File: src/design/phcp_pkg.sv
package phcp_pkg;

  localparam int MAX_WORDS_DEF = 512;
  localparam int QUEUE_DEPTH   = 4;
  localparam int CMP_W         = 20;

  localparam logic [15:0] HDR_LEARNED = 16'h0000;
  localparam logic [15:0] HDR_SHORT_A = 16'h5000;
  localparam logic [15:0] HDR_SHORT_B = 16'h6000;
  localparam logic [15:0] BURST_MAX   = 16'd255;
  localparam logic [16:0] SUM_MAX     = 17'd200;
  localparam int          SHORT_DIGITS = 24;
  localparam logic [CMP_W-1:0] COUNT_BASE = 20'd16;

  localparam logic [7:0] CHAR_SPACE = 8'h20;
  localparam logic [7:0] CHAR_TAB   = 8'h09;

  localparam logic [2:0] ST_OK       = 3'd0;
  localparam logic [2:0] ST_EMPTY    = 3'd1;
  localparam logic [2:0] ST_BAD_CHAR = 3'd2;
  localparam logic [2:0] ST_FORMAT   = 3'd3;
  localparam logic [2:0] ST_SHORT    = 3'd4;
  localparam logic [2:0] ST_TOO_LONG = 3'd5;
  localparam logic [2:0] ST_COUNT    = 3'd6;

  localparam logic KIND_WORD   = 1'b0;
  localparam logic KIND_STATUS = 1'b1;

  typedef struct packed {
    logic        item_kind;
    logic [15:0] word_value;
    logic [8:0]  word_index;
    logic [10:0] byte_length;
    logic [2:0]  status;
    logic        last_of_code;
  } result_t;

  typedef struct packed {
    logic word_push;
    logic status_push;
  } push_t;

  // {valid, value}
  function automatic logic [4:0] hex_digit(input logic [7:0] c);
    logic [4:0] r;
    r = '0;
    if (c >= 8'h30 && c <= 8'h39) begin
      r = {1'b1, c[3:0]};
    end else if ((c >= 8'h41 && c <= 8'h46) || (c >= 8'h61 && c <= 8'h66)) begin
      r = {1'b1, c[3:0] + 4'd9};
    end
    return r;
  endfunction

endpackage

File: src/design/pronto_hex_code_parser_top.sv
// Pronto hex code parser.
// Input channel (char_valid/char_ready): one text character per word in
// symbol, with has_char marking a real character and end_of_text closing
// the code. Output channel (res_valid/res_ready): a parsed 16-bit word
// (item_kind 0, word_value, word_index) for every fourth hex digit, and a
// final status (item_kind 1, byte_length, status, last_of_code) for the
// end word. One input word yields zero, one or two results; a word result
// comes before the status of the same input word.
// Each result is registered in the queue before it is offered.
// Throughput: one input word per cycle, limited only by the output port,
// which moves one result per cycle; results sit in a four-entry queue and
// char_ready drops while fewer than two entries are free.
// Reset clears the parse state and empties the queue. When the receiver
// stalls, results hold in the queue and input is stopped as room runs out.
module pronto_hex_code_parser_top #(
  parameter int MAX_WORDS = phcp_pkg::MAX_WORDS_DEF
) (
  input  logic        clk,
  input  logic        rst,
  input  logic        char_valid,
  output logic        char_ready,
  input  logic [7:0]  symbol,
  input  logic        has_char,
  input  logic        end_of_text,
  output logic        res_valid,
  input  logic        res_ready,
  output logic        item_kind,
  output logic [15:0] word_value,
  output logic [8:0]  word_index,
  output logic [10:0] byte_length,
  output logic [2:0]  status,
  output logic        last_of_code
);

  phcp_pkg::push_t   push;
  phcp_pkg::result_t word_ent, status_ent, head;
  logic              room;
  logic              take;

  assign char_ready = room;
  assign take       = char_valid && char_ready;

  phcp_parser #(
    .MAX_WORDS(MAX_WORDS)
  ) u_parser (
    .clk        (clk),
    .rst        (rst),
    .take       (take),
    .symbol     (symbol),
    .has_char   (has_char),
    .end_of_text(end_of_text),
    .push       (push),
    .word_ent   (word_ent),
    .status_ent (status_ent)
  );

  phcp_out_queue u_queue (
    .clk       (clk),
    .rst       (rst),
    .push      (push),
    .word_ent  (word_ent),
    .status_ent(status_ent),
    .room      (room),
    .res_valid (res_valid),
    .res_ready (res_ready),
    .head      (head)
  );

  assign item_kind    = head.item_kind;
  assign word_value   = head.word_value;
  assign word_index   = head.word_index;
  assign byte_length  = head.byte_length;
  assign status       = head.status;
  assign last_of_code = head.last_of_code;

endmodule

File: src/design/phcp_parser.sv
module phcp_parser #(
  parameter int MAX_WORDS = phcp_pkg::MAX_WORDS_DEF
) (
  input  logic              clk,
  input  logic              rst,
  input  logic              take,
  input  logic [7:0]        symbol,
  input  logic              has_char,
  input  logic              end_of_text,
  output phcp_pkg::push_t   push,
  output phcp_pkg::result_t word_ent,
  output phcp_pkg::result_t status_ent
);

  localparam int DC_W  = $clog2(4 * MAX_WORDS + 1);
  localparam int IDX_W = DC_W - 2;
  localparam logic [DC_W-1:0] DC_LIMIT = DC_W'(4 * MAX_WORDS);

  logic [15:0]     acc, acc_next, acc_upd, acc_shift;
  logic [DC_W-1:0] dc, dc_next, dc_upd;
  logic [15:0]     hdr, hdr_next, hdr_upd;
  logic [15:0]     len_a, len_a_next, len_a_upd;
  logic [15:0]     len_b, len_b_next, len_b_upd;
  logic            aborted, aborted_next, aborted_upd;
  logic            overflow, overflow_next, overflow_upd;

  logic            active;
  logic [4:0]      dig;
  logic [IDX_W-1:0] idx;
  logic [16:0]     sum;
  logic [2:0]      st;
  logic [DC_W-1:0] half;
  logic            hdr_short;

  assign dig    = phcp_pkg::hex_digit(symbol);
  assign active = has_char && !aborted && !overflow &&
                  symbol != phcp_pkg::CHAR_SPACE && symbol != phcp_pkg::CHAR_TAB;
  assign idx       = dc[DC_W-1:2];
  assign acc_shift = {acc[11:0], dig[3:0]};

  always_comb begin
    acc_upd      = acc;
    dc_upd       = dc;
    hdr_upd      = hdr;
    len_a_upd    = len_a;
    len_b_upd    = len_b;
    aborted_upd  = aborted;
    overflow_upd = overflow;
    push.word_push   = 1'b0;
    push.status_push = take && end_of_text;
    word_ent = '0;
    word_ent.item_kind  = phcp_pkg::KIND_WORD;
    word_ent.word_value = acc_shift;
    word_ent.word_index = 9'(idx);
    if (take && active) begin
      if (!dig[4]) begin
        aborted_upd = 1'b1;
      end else if (dc >= DC_LIMIT) begin
        overflow_upd = 1'b1;
      end else begin
        dc_upd = dc + 1'b1;
        if (dc[1:0] == 2'b11) begin
          push.word_push = 1'b1;
          acc_upd = '0;
          if (idx == IDX_W'(0)) hdr_upd = acc_shift;
          if (idx == IDX_W'(2)) len_a_upd = acc_shift;
          if (idx == IDX_W'(3)) len_b_upd = acc_shift;
        end else begin
          acc_upd = acc_shift;
        end
      end
    end
  end

  assign sum       = {1'b0, len_a_upd} + {1'b0, len_b_upd};
  assign hdr_short = hdr_upd == phcp_pkg::HDR_SHORT_A || hdr_upd == phcp_pkg::HDR_SHORT_B;
  assign half      = dc_upd >> 1;

  always_comb begin
    if (aborted_upd) begin
      st = phcp_pkg::ST_BAD_CHAR;
    end else if (overflow_upd) begin
      st = phcp_pkg::ST_COUNT;
    end else if (dc_upd == '0) begin
      st = phcp_pkg::ST_EMPTY;
    end else if (dc_upd[1:0] != 2'b00 ||
                 (hdr_upd != phcp_pkg::HDR_LEARNED && !hdr_short)) begin
      st = phcp_pkg::ST_FORMAT;
    end else if (hdr_short) begin
      st = (dc_upd == DC_W'(phcp_pkg::SHORT_DIGITS)) ? phcp_pkg::ST_OK : phcp_pkg::ST_SHORT;
    end else if (len_a_upd > phcp_pkg::BURST_MAX || len_b_upd > phcp_pkg::BURST_MAX ||
                 sum > phcp_pkg::SUM_MAX) begin
      st = phcp_pkg::ST_TOO_LONG;
    end else if (phcp_pkg::CMP_W'(dc_upd) != {sum, 3'b000} + phcp_pkg::COUNT_BASE) begin
      st = phcp_pkg::ST_COUNT;
    end else begin
      st = phcp_pkg::ST_OK;
    end
  end

  always_comb begin
    status_ent = '0;
    status_ent.item_kind    = phcp_pkg::KIND_STATUS;
    status_ent.status       = st;
    status_ent.last_of_code = 1'b1;
    status_ent.byte_length  = (st == phcp_pkg::ST_OK) ? 11'(half) : 11'd0;
  end

  always_comb begin
    if (take && end_of_text) begin
      acc_next      = '0;
      dc_next       = '0;
      hdr_next      = '0;
      len_a_next    = '0;
      len_b_next    = '0;
      aborted_next  = 1'b0;
      overflow_next = 1'b0;
    end else begin
      acc_next      = acc_upd;
      dc_next       = dc_upd;
      hdr_next      = hdr_upd;
      len_a_next    = len_a_upd;
      len_b_next    = len_b_upd;
      aborted_next  = aborted_upd;
      overflow_next = overflow_upd;
    end
  end

  always_ff @(posedge clk) begin
    if (rst) begin
      acc      <= '0;
      dc       <= '0;
      hdr      <= '0;
      len_a    <= '0;
      len_b    <= '0;
      aborted  <= 1'b0;
      overflow <= 1'b0;
    end else begin
      acc      <= acc_next;
      dc       <= dc_next;
      hdr      <= hdr_next;
      len_a    <= len_a_next;
      len_b    <= len_b_next;
      aborted  <= aborted_next;
      overflow <= overflow_next;
    end
  end

`ifndef ASSERT_OFF
  a_end_clears: assert property (@(posedge clk) disable iff (rst)
    take && end_of_text |=> dc == '0 && !aborted && !overflow && acc == '0)
    else $error("parser state not cleared after end of text");
  a_count_limit: assert property (@(posedge clk) disable iff (rst)
    dc <= DC_LIMIT)
    else $error("digit count past limit");
`endif

endmodule

File: src/design/phcp_out_queue.sv
module phcp_out_queue (
  input  logic              clk,
  input  logic              rst,
  input  phcp_pkg::push_t   push,
  input  phcp_pkg::result_t word_ent,
  input  phcp_pkg::result_t status_ent,
  output logic              room,
  output logic              res_valid,
  input  logic              res_ready,
  output phcp_pkg::result_t head
);

  localparam int DEPTH = phcp_pkg::QUEUE_DEPTH;
  localparam int PTR_W = $clog2(DEPTH);
  localparam int CNT_W = $clog2(DEPTH + 1);

  phcp_pkg::result_t mem [DEPTH];
  logic [PTR_W-1:0] wr_ptr, wr_ptr_next, rd_ptr, rd_ptr_next, st_ptr;
  logic [CNT_W-1:0] count, count_next;
  logic             pop;
  logic [1:0]       n_push;

  assign pop       = res_valid && res_ready;
  assign res_valid = count != '0;
  assign room      = count <= CNT_W'(DEPTH - 2);
  assign head      = mem[rd_ptr];
  assign n_push    = {1'b0, push.word_push} + {1'b0, push.status_push};
  assign st_ptr    = push.word_push ? wr_ptr + 1'b1 : wr_ptr;

  always_comb begin
    wr_ptr_next = wr_ptr + PTR_W'(n_push);
    rd_ptr_next = pop ? rd_ptr + 1'b1 : rd_ptr;
    count_next  = count + CNT_W'(n_push) - CNT_W'(pop);
  end

  always_ff @(posedge clk) begin
    if (push.word_push) mem[wr_ptr] <= word_ent;
    if (push.status_push) mem[st_ptr] <= status_ent;
  end

  always_ff @(posedge clk) begin
    if (rst) begin
      wr_ptr <= '0;
      rd_ptr <= '0;
      count  <= '0;
    end else begin
      wr_ptr <= wr_ptr_next;
      rd_ptr <= rd_ptr_next;
      count  <= count_next;
    end
  end

`ifndef ASSERT_OFF
  a_no_overrun: assert property (@(posedge clk) disable iff (rst)
    count <= CNT_W'(DEPTH))
    else $error("result queue overrun");
  a_push_fits: assert property (@(posedge clk) disable iff (rst)
    (push.word_push || push.status_push) |-> room)
    else $error("word pushed without room");
  a_pop_only: assert property (@(posedge clk) disable iff (rst)
    pop && n_push == 2'd0 |=> count == $past(count) - 1'b1)
    else $error("queue count lost a pop");
`endif

endmodule

File: config.mk
export PLATFORM = sky130hd
export DESIGN_NAME = pronto_hex_code_parser_top
export DESIGN_NICKNAME = d
export VERILOG_FILES = /design/src/design/phcp_pkg.sv /design/src/design/pronto_hex_code_parser_top.sv /design/src/design/phcp_parser.sv /design/src/design/phcp_out_queue.sv
export SDC_FILE = /design/constraint.sdc
export NUM_CORES = 1
export LEC_CHECK = 0
export BUFFER_PORTS_ARGS = -buffer_cell sky130_fd_sc_hd__clkbuf_2
export CORE_MARGIN = 4
export CORE_UTILIZATION = 45
export DETAILED_ROUTE_END_ITERATION = 10
export GPL_TIMING_DRIVEN = 1
export PLACE_DENSITY = 0.59
export REMOVE_ABC_BUFFERS = 1
export SLEW_MARGIN = 20
export SYNTH_ARGS = -nofsm -noshare
export SYNTH_HDL_FRONTEND = slang
export SYNTH_HIERARCHICAL = 1
export SYNTH_SLANG_ARGS = --single-unit
File: constraint.sdc
create_clock -name clk -period 7.15 [get_ports clk]
set_input_delay 0.3575 -clock clk [delete_from_list [all_inputs] [get_ports clk]]
set_output_delay 0.3575 -clock clk [all_outputs]
set_load 0.05 [all_outputs]
==> results.md <==
* Outcome: finished, final reports clean
* Tot GR Track Use at 0.186
* Reg-to-Reg Start: u_queue/count[0]$_SDFF_PP0_
* Setup TNS at 0 ns
* Worst slack at placement at 0.862 ns
* Seq/Total Area, Yosys at 0.468
* Synth Register Bits at between 200 and 250
* Core box area at 30700 um2
* Multi-input logic area at about 6800 um2
* FF+latch area at around 6600 um2
* Vias in the first global route at 9003
* Max-cap violations at 0
* Final Max Tran Viols at 0
* Reg clk slew, reported paths at 0.06 ns
* Asr flop ratio synth at 0
* Final Hold Fails at 0
* Internal at between 2000 and 3000 uW
* Worst-skew pair later-pin latency at 0.56 ns
* 1st-iter DRT viols at 684
* Gr ovfl total at 0
* Clk buf depth at 3
* Mapped Area at between 10000 and 15000 um2
* Combinational share of power at 0.242
* Area Growth Syn to Fin at 9.11%
* CTS tree: yes
* Clock period minus worst slack at between 6 and 7 ns
* GPL Wtd Cong at 0.851
* Largest family of logic cells by synthesized area: multiplexers
* DR WL/cell at roughly 20 um
* PortBufs at 56
* Synth warn at 6
* Req. time, crit path at 7.56 ns
* Antenna violations before repair at 0
* CP max FO at 9
* Clock share of power at 0.350
* Synth Area in Compound Gates at 0.0750
* Type of the tightest min-delay check: input pin to register
* Vias/cell at 5.56
* First-pass GRT wire length at 50800 um
* Setup CP Type: register to register
* Fmax at around 160 MHz
* CP top delay family: simple AND/OR/NAND/NOR gates
* Rel. slew slack at 0.403
* Final worst slack at 0.713 ns
* Most used DFF post-synth: edfxtp_1
* Routed WL at 32000 um
* Critical Path Start: u_queue/count[0]$_SDFF_PP0_
* CTS sink cnt at ~250
* Die area at about 34000 um2
* DRC Markers at 0
* Routed via count at between 9000 and 10000
* Adder-Cell Fraction of Synth Area at 0.0313
* IO Pins at 57
* DIE WIDTH at 185 um
* Crit path launch type: register
* Worst Max-Slew Pin Slew at 0.896 ns
* Xor/xnor share of the synthesized area at 0.0281
* Crit path largest cell delay at 0.63 ns
* Crit path cell chain: a21oi_1, and2_1, or4bb_1, a2111o_1, buf_4, mux2_2, ha_1, a21oi_1, a21boi_0, and3b_1, nor4_1, nand2_1, nor4_1, xor2_1, nor4b_2, o2111ai_2, nor2_1, mux2_2
* Post-route ant nets at 0
* Num CTS Buffers at 28
* Setup crit end kind: register
* Ant diodes at 0
* DP Wirelength at between 20000 and 25000 um
* Final Cycle Share at 0.900
* Post-synth EDFFs at about 160
* # hold bufs at CTS at 0
* RSZ-0062 raised after global routing: no
* Peak supply drop at around 190 uV
* Initial Util at 0.458
* Hold path start: rst
* Nets at 1259
* Root Buffer: clkbuf_16
* Power per cell area at 256 nW/um2
* Critical path's slowest cell: or4bb_1
* CP arrival at 6.84 ns
* Fillcell total at approximately 2700
* Syn avg cell area at 12.0 um2
* Post-synth top area share at 0.350
* Final setup fails at 0
* Synth Area in Simple Gates at 0.122
* Sequential Power Share at 0.409
* Synth Instances at 1169
* Sw Pwr at 1220 uW
* Pin count of the biggest net entering global routing at 75
* Die Y at between 150 and 200 um
* Switching share of power at 0.311
* Layout cells sized above 1 at 0.294
* Htree depth at 1
* 1st-pass router iterations at 5
* P_leak at around 0.0057 uW
* Buf/Inv on CP at 1
* Synth area leaders: edfxtp_1, mux2_2, dfxtp_1
* Area leader, netlist: edfxtp_1
* CTS resizes at 0
* Unique masters post-synth at 87
* Post-synthesis mux area share at 0.212
* Skew final at 0.0236 ns
* # rows at 64
* # Post-CTS Setup Buffers at 0
## area by class of cell
cell class / count / share of cell area
clock buffer: 43 / 0.0506
clock inverter: 9 / 0.00692
timing repair buffer: 83 / 0.0314
inverter: 28 / 0.00684
multi-input combinational: 823 / 0.443
sequential: 247 / 0.429
tap: 396 / 0.0323
## path summary, 6_finish.rpt
path                                       end  slack (ns)  cells past startpoint
setup / recovery  u_queue/mem[2][12]$_DFFE_PP_        0.71                     18
hold / removal                        register        0.10                      2
setup reg to reg  u_queue/mem[2][12]$_DFFE_PP_        0.71                     18
hold reg to reg     u_parser/hdr[1]$_SDFF_PP0_        0.45                      2
## cell usage in the layout, fill, tap and decap left out, types with 4 or more instances in the layout
cell,netlist,layout
a211oi_1,8,8
a21oi_1,55,55
and2_1,4,4
and3_1,10,10
buf_4,56,27
clkbuf_1,33,13
clkbuf_16,0,28
clkbuf_2,0,56
conb_1,2,46
dfxtp_1,83,81
edfxtp_1,164,164
ha_1,32,32
inv_1,28,28
mux2_1,6,6
mux2_2,170,170
mux2i_1,7,7
mux4_2,41,41
nand2_1,114,112
nand2b_1,7,7
nand3_1,17,17
nand3b_1,15,15
nand4_1,8,8
nor2_1,52,52
nor2b_1,33,33
nor3_1,19,18
nor4_1,9,9
o2111ai_1,4,4
o211a_1,4,4
o211ai_1,4,4
o21ai_0,17,17
o31ai_1,4,4
or3_1,12,12
or4_1,4,4
xnor2_1,26,26
xor2_1,14,14
## through the flow
stage          cell area (um2)  hold WS [ns]  std cells  power [uW]  utilization
3_5_place_dp             14500         0.448       1577        2600        0.471
6_report                 15400         0.105       1629        3940        0.499
2_1_floorplan            13500         0.424       1098        2390            -
3_3_place_gp             14500         0.439       1577        2600        0.471
5_1_grt                  15400         0.109       1629        4110        0.499
4_1_cts                  15400        0.0811       1629        3990        0.499
## cell usage after synthesis (all sizes together) (28+ instances only)
master	count
clkbuf	33
nor2	52
inv	28
nor2b	33
mux4	41
nand2	115
ha	32
a21oi	55
dfxtp	83
buf	82
edfxtp	164
mux2	177
## state kept, by name (all words and copies together) (netlist names), named ones only
signal	flops
u_parser/aborted	1
u_parser/acc	12
u_parser/dc	12
u_parser/hdr	16
u_parser/len_a	16
u_parser/len_b	16
u_parser/overflow	1
u_queue/count	3
u_queue/mem	164
u_queue/rd_ptr	2
u_queue/wr_ptr	2
## power groups by stage
| stage | logic (uW) | registers, uW | clock network, uW |
|---|---|---|---|
| final | 952 | 1610 | 1380 |
| after global routing | 1020 | 1620 | 1480 |
| after CTS | 966 | 1610 | 1410 |
| after detailed placement | 964 | 1640 | 0 |
| after global placement | 961 | 1640 | 0 |
| after floorplan | 705 | 1680 | 0 |
## cell families (layout without fill, tap and decap cells)
logic type      count (synthesis)  in the layout
compound gates                146            146
buf+inv                       143            163
fa+ha+maj                      34             34
flops                         247            247
simple gates                  330            330
xor+xnor                       42             42
mux                           225            225
other cells                     2             46
## layer usage
| metal | vias up | part of all wire | GRT usage | wire, um |
|---|---|---|---|---|
| li1 | 4368 | - | - | - |
| met1 | 4495 | 0.46 | 0.260 | 14900 |
| met2 | 161 | 0.48 | 0.313 | 15500 |
| met3 | 37 | 0.037 | 0.0220 | 1180 |
| met4 | 0 | 0.015 | 0.0402 | 494 |
| met5 | - | 0 | 0 | 0 |
Note: power is estimated with default switching activity, not from simulation.
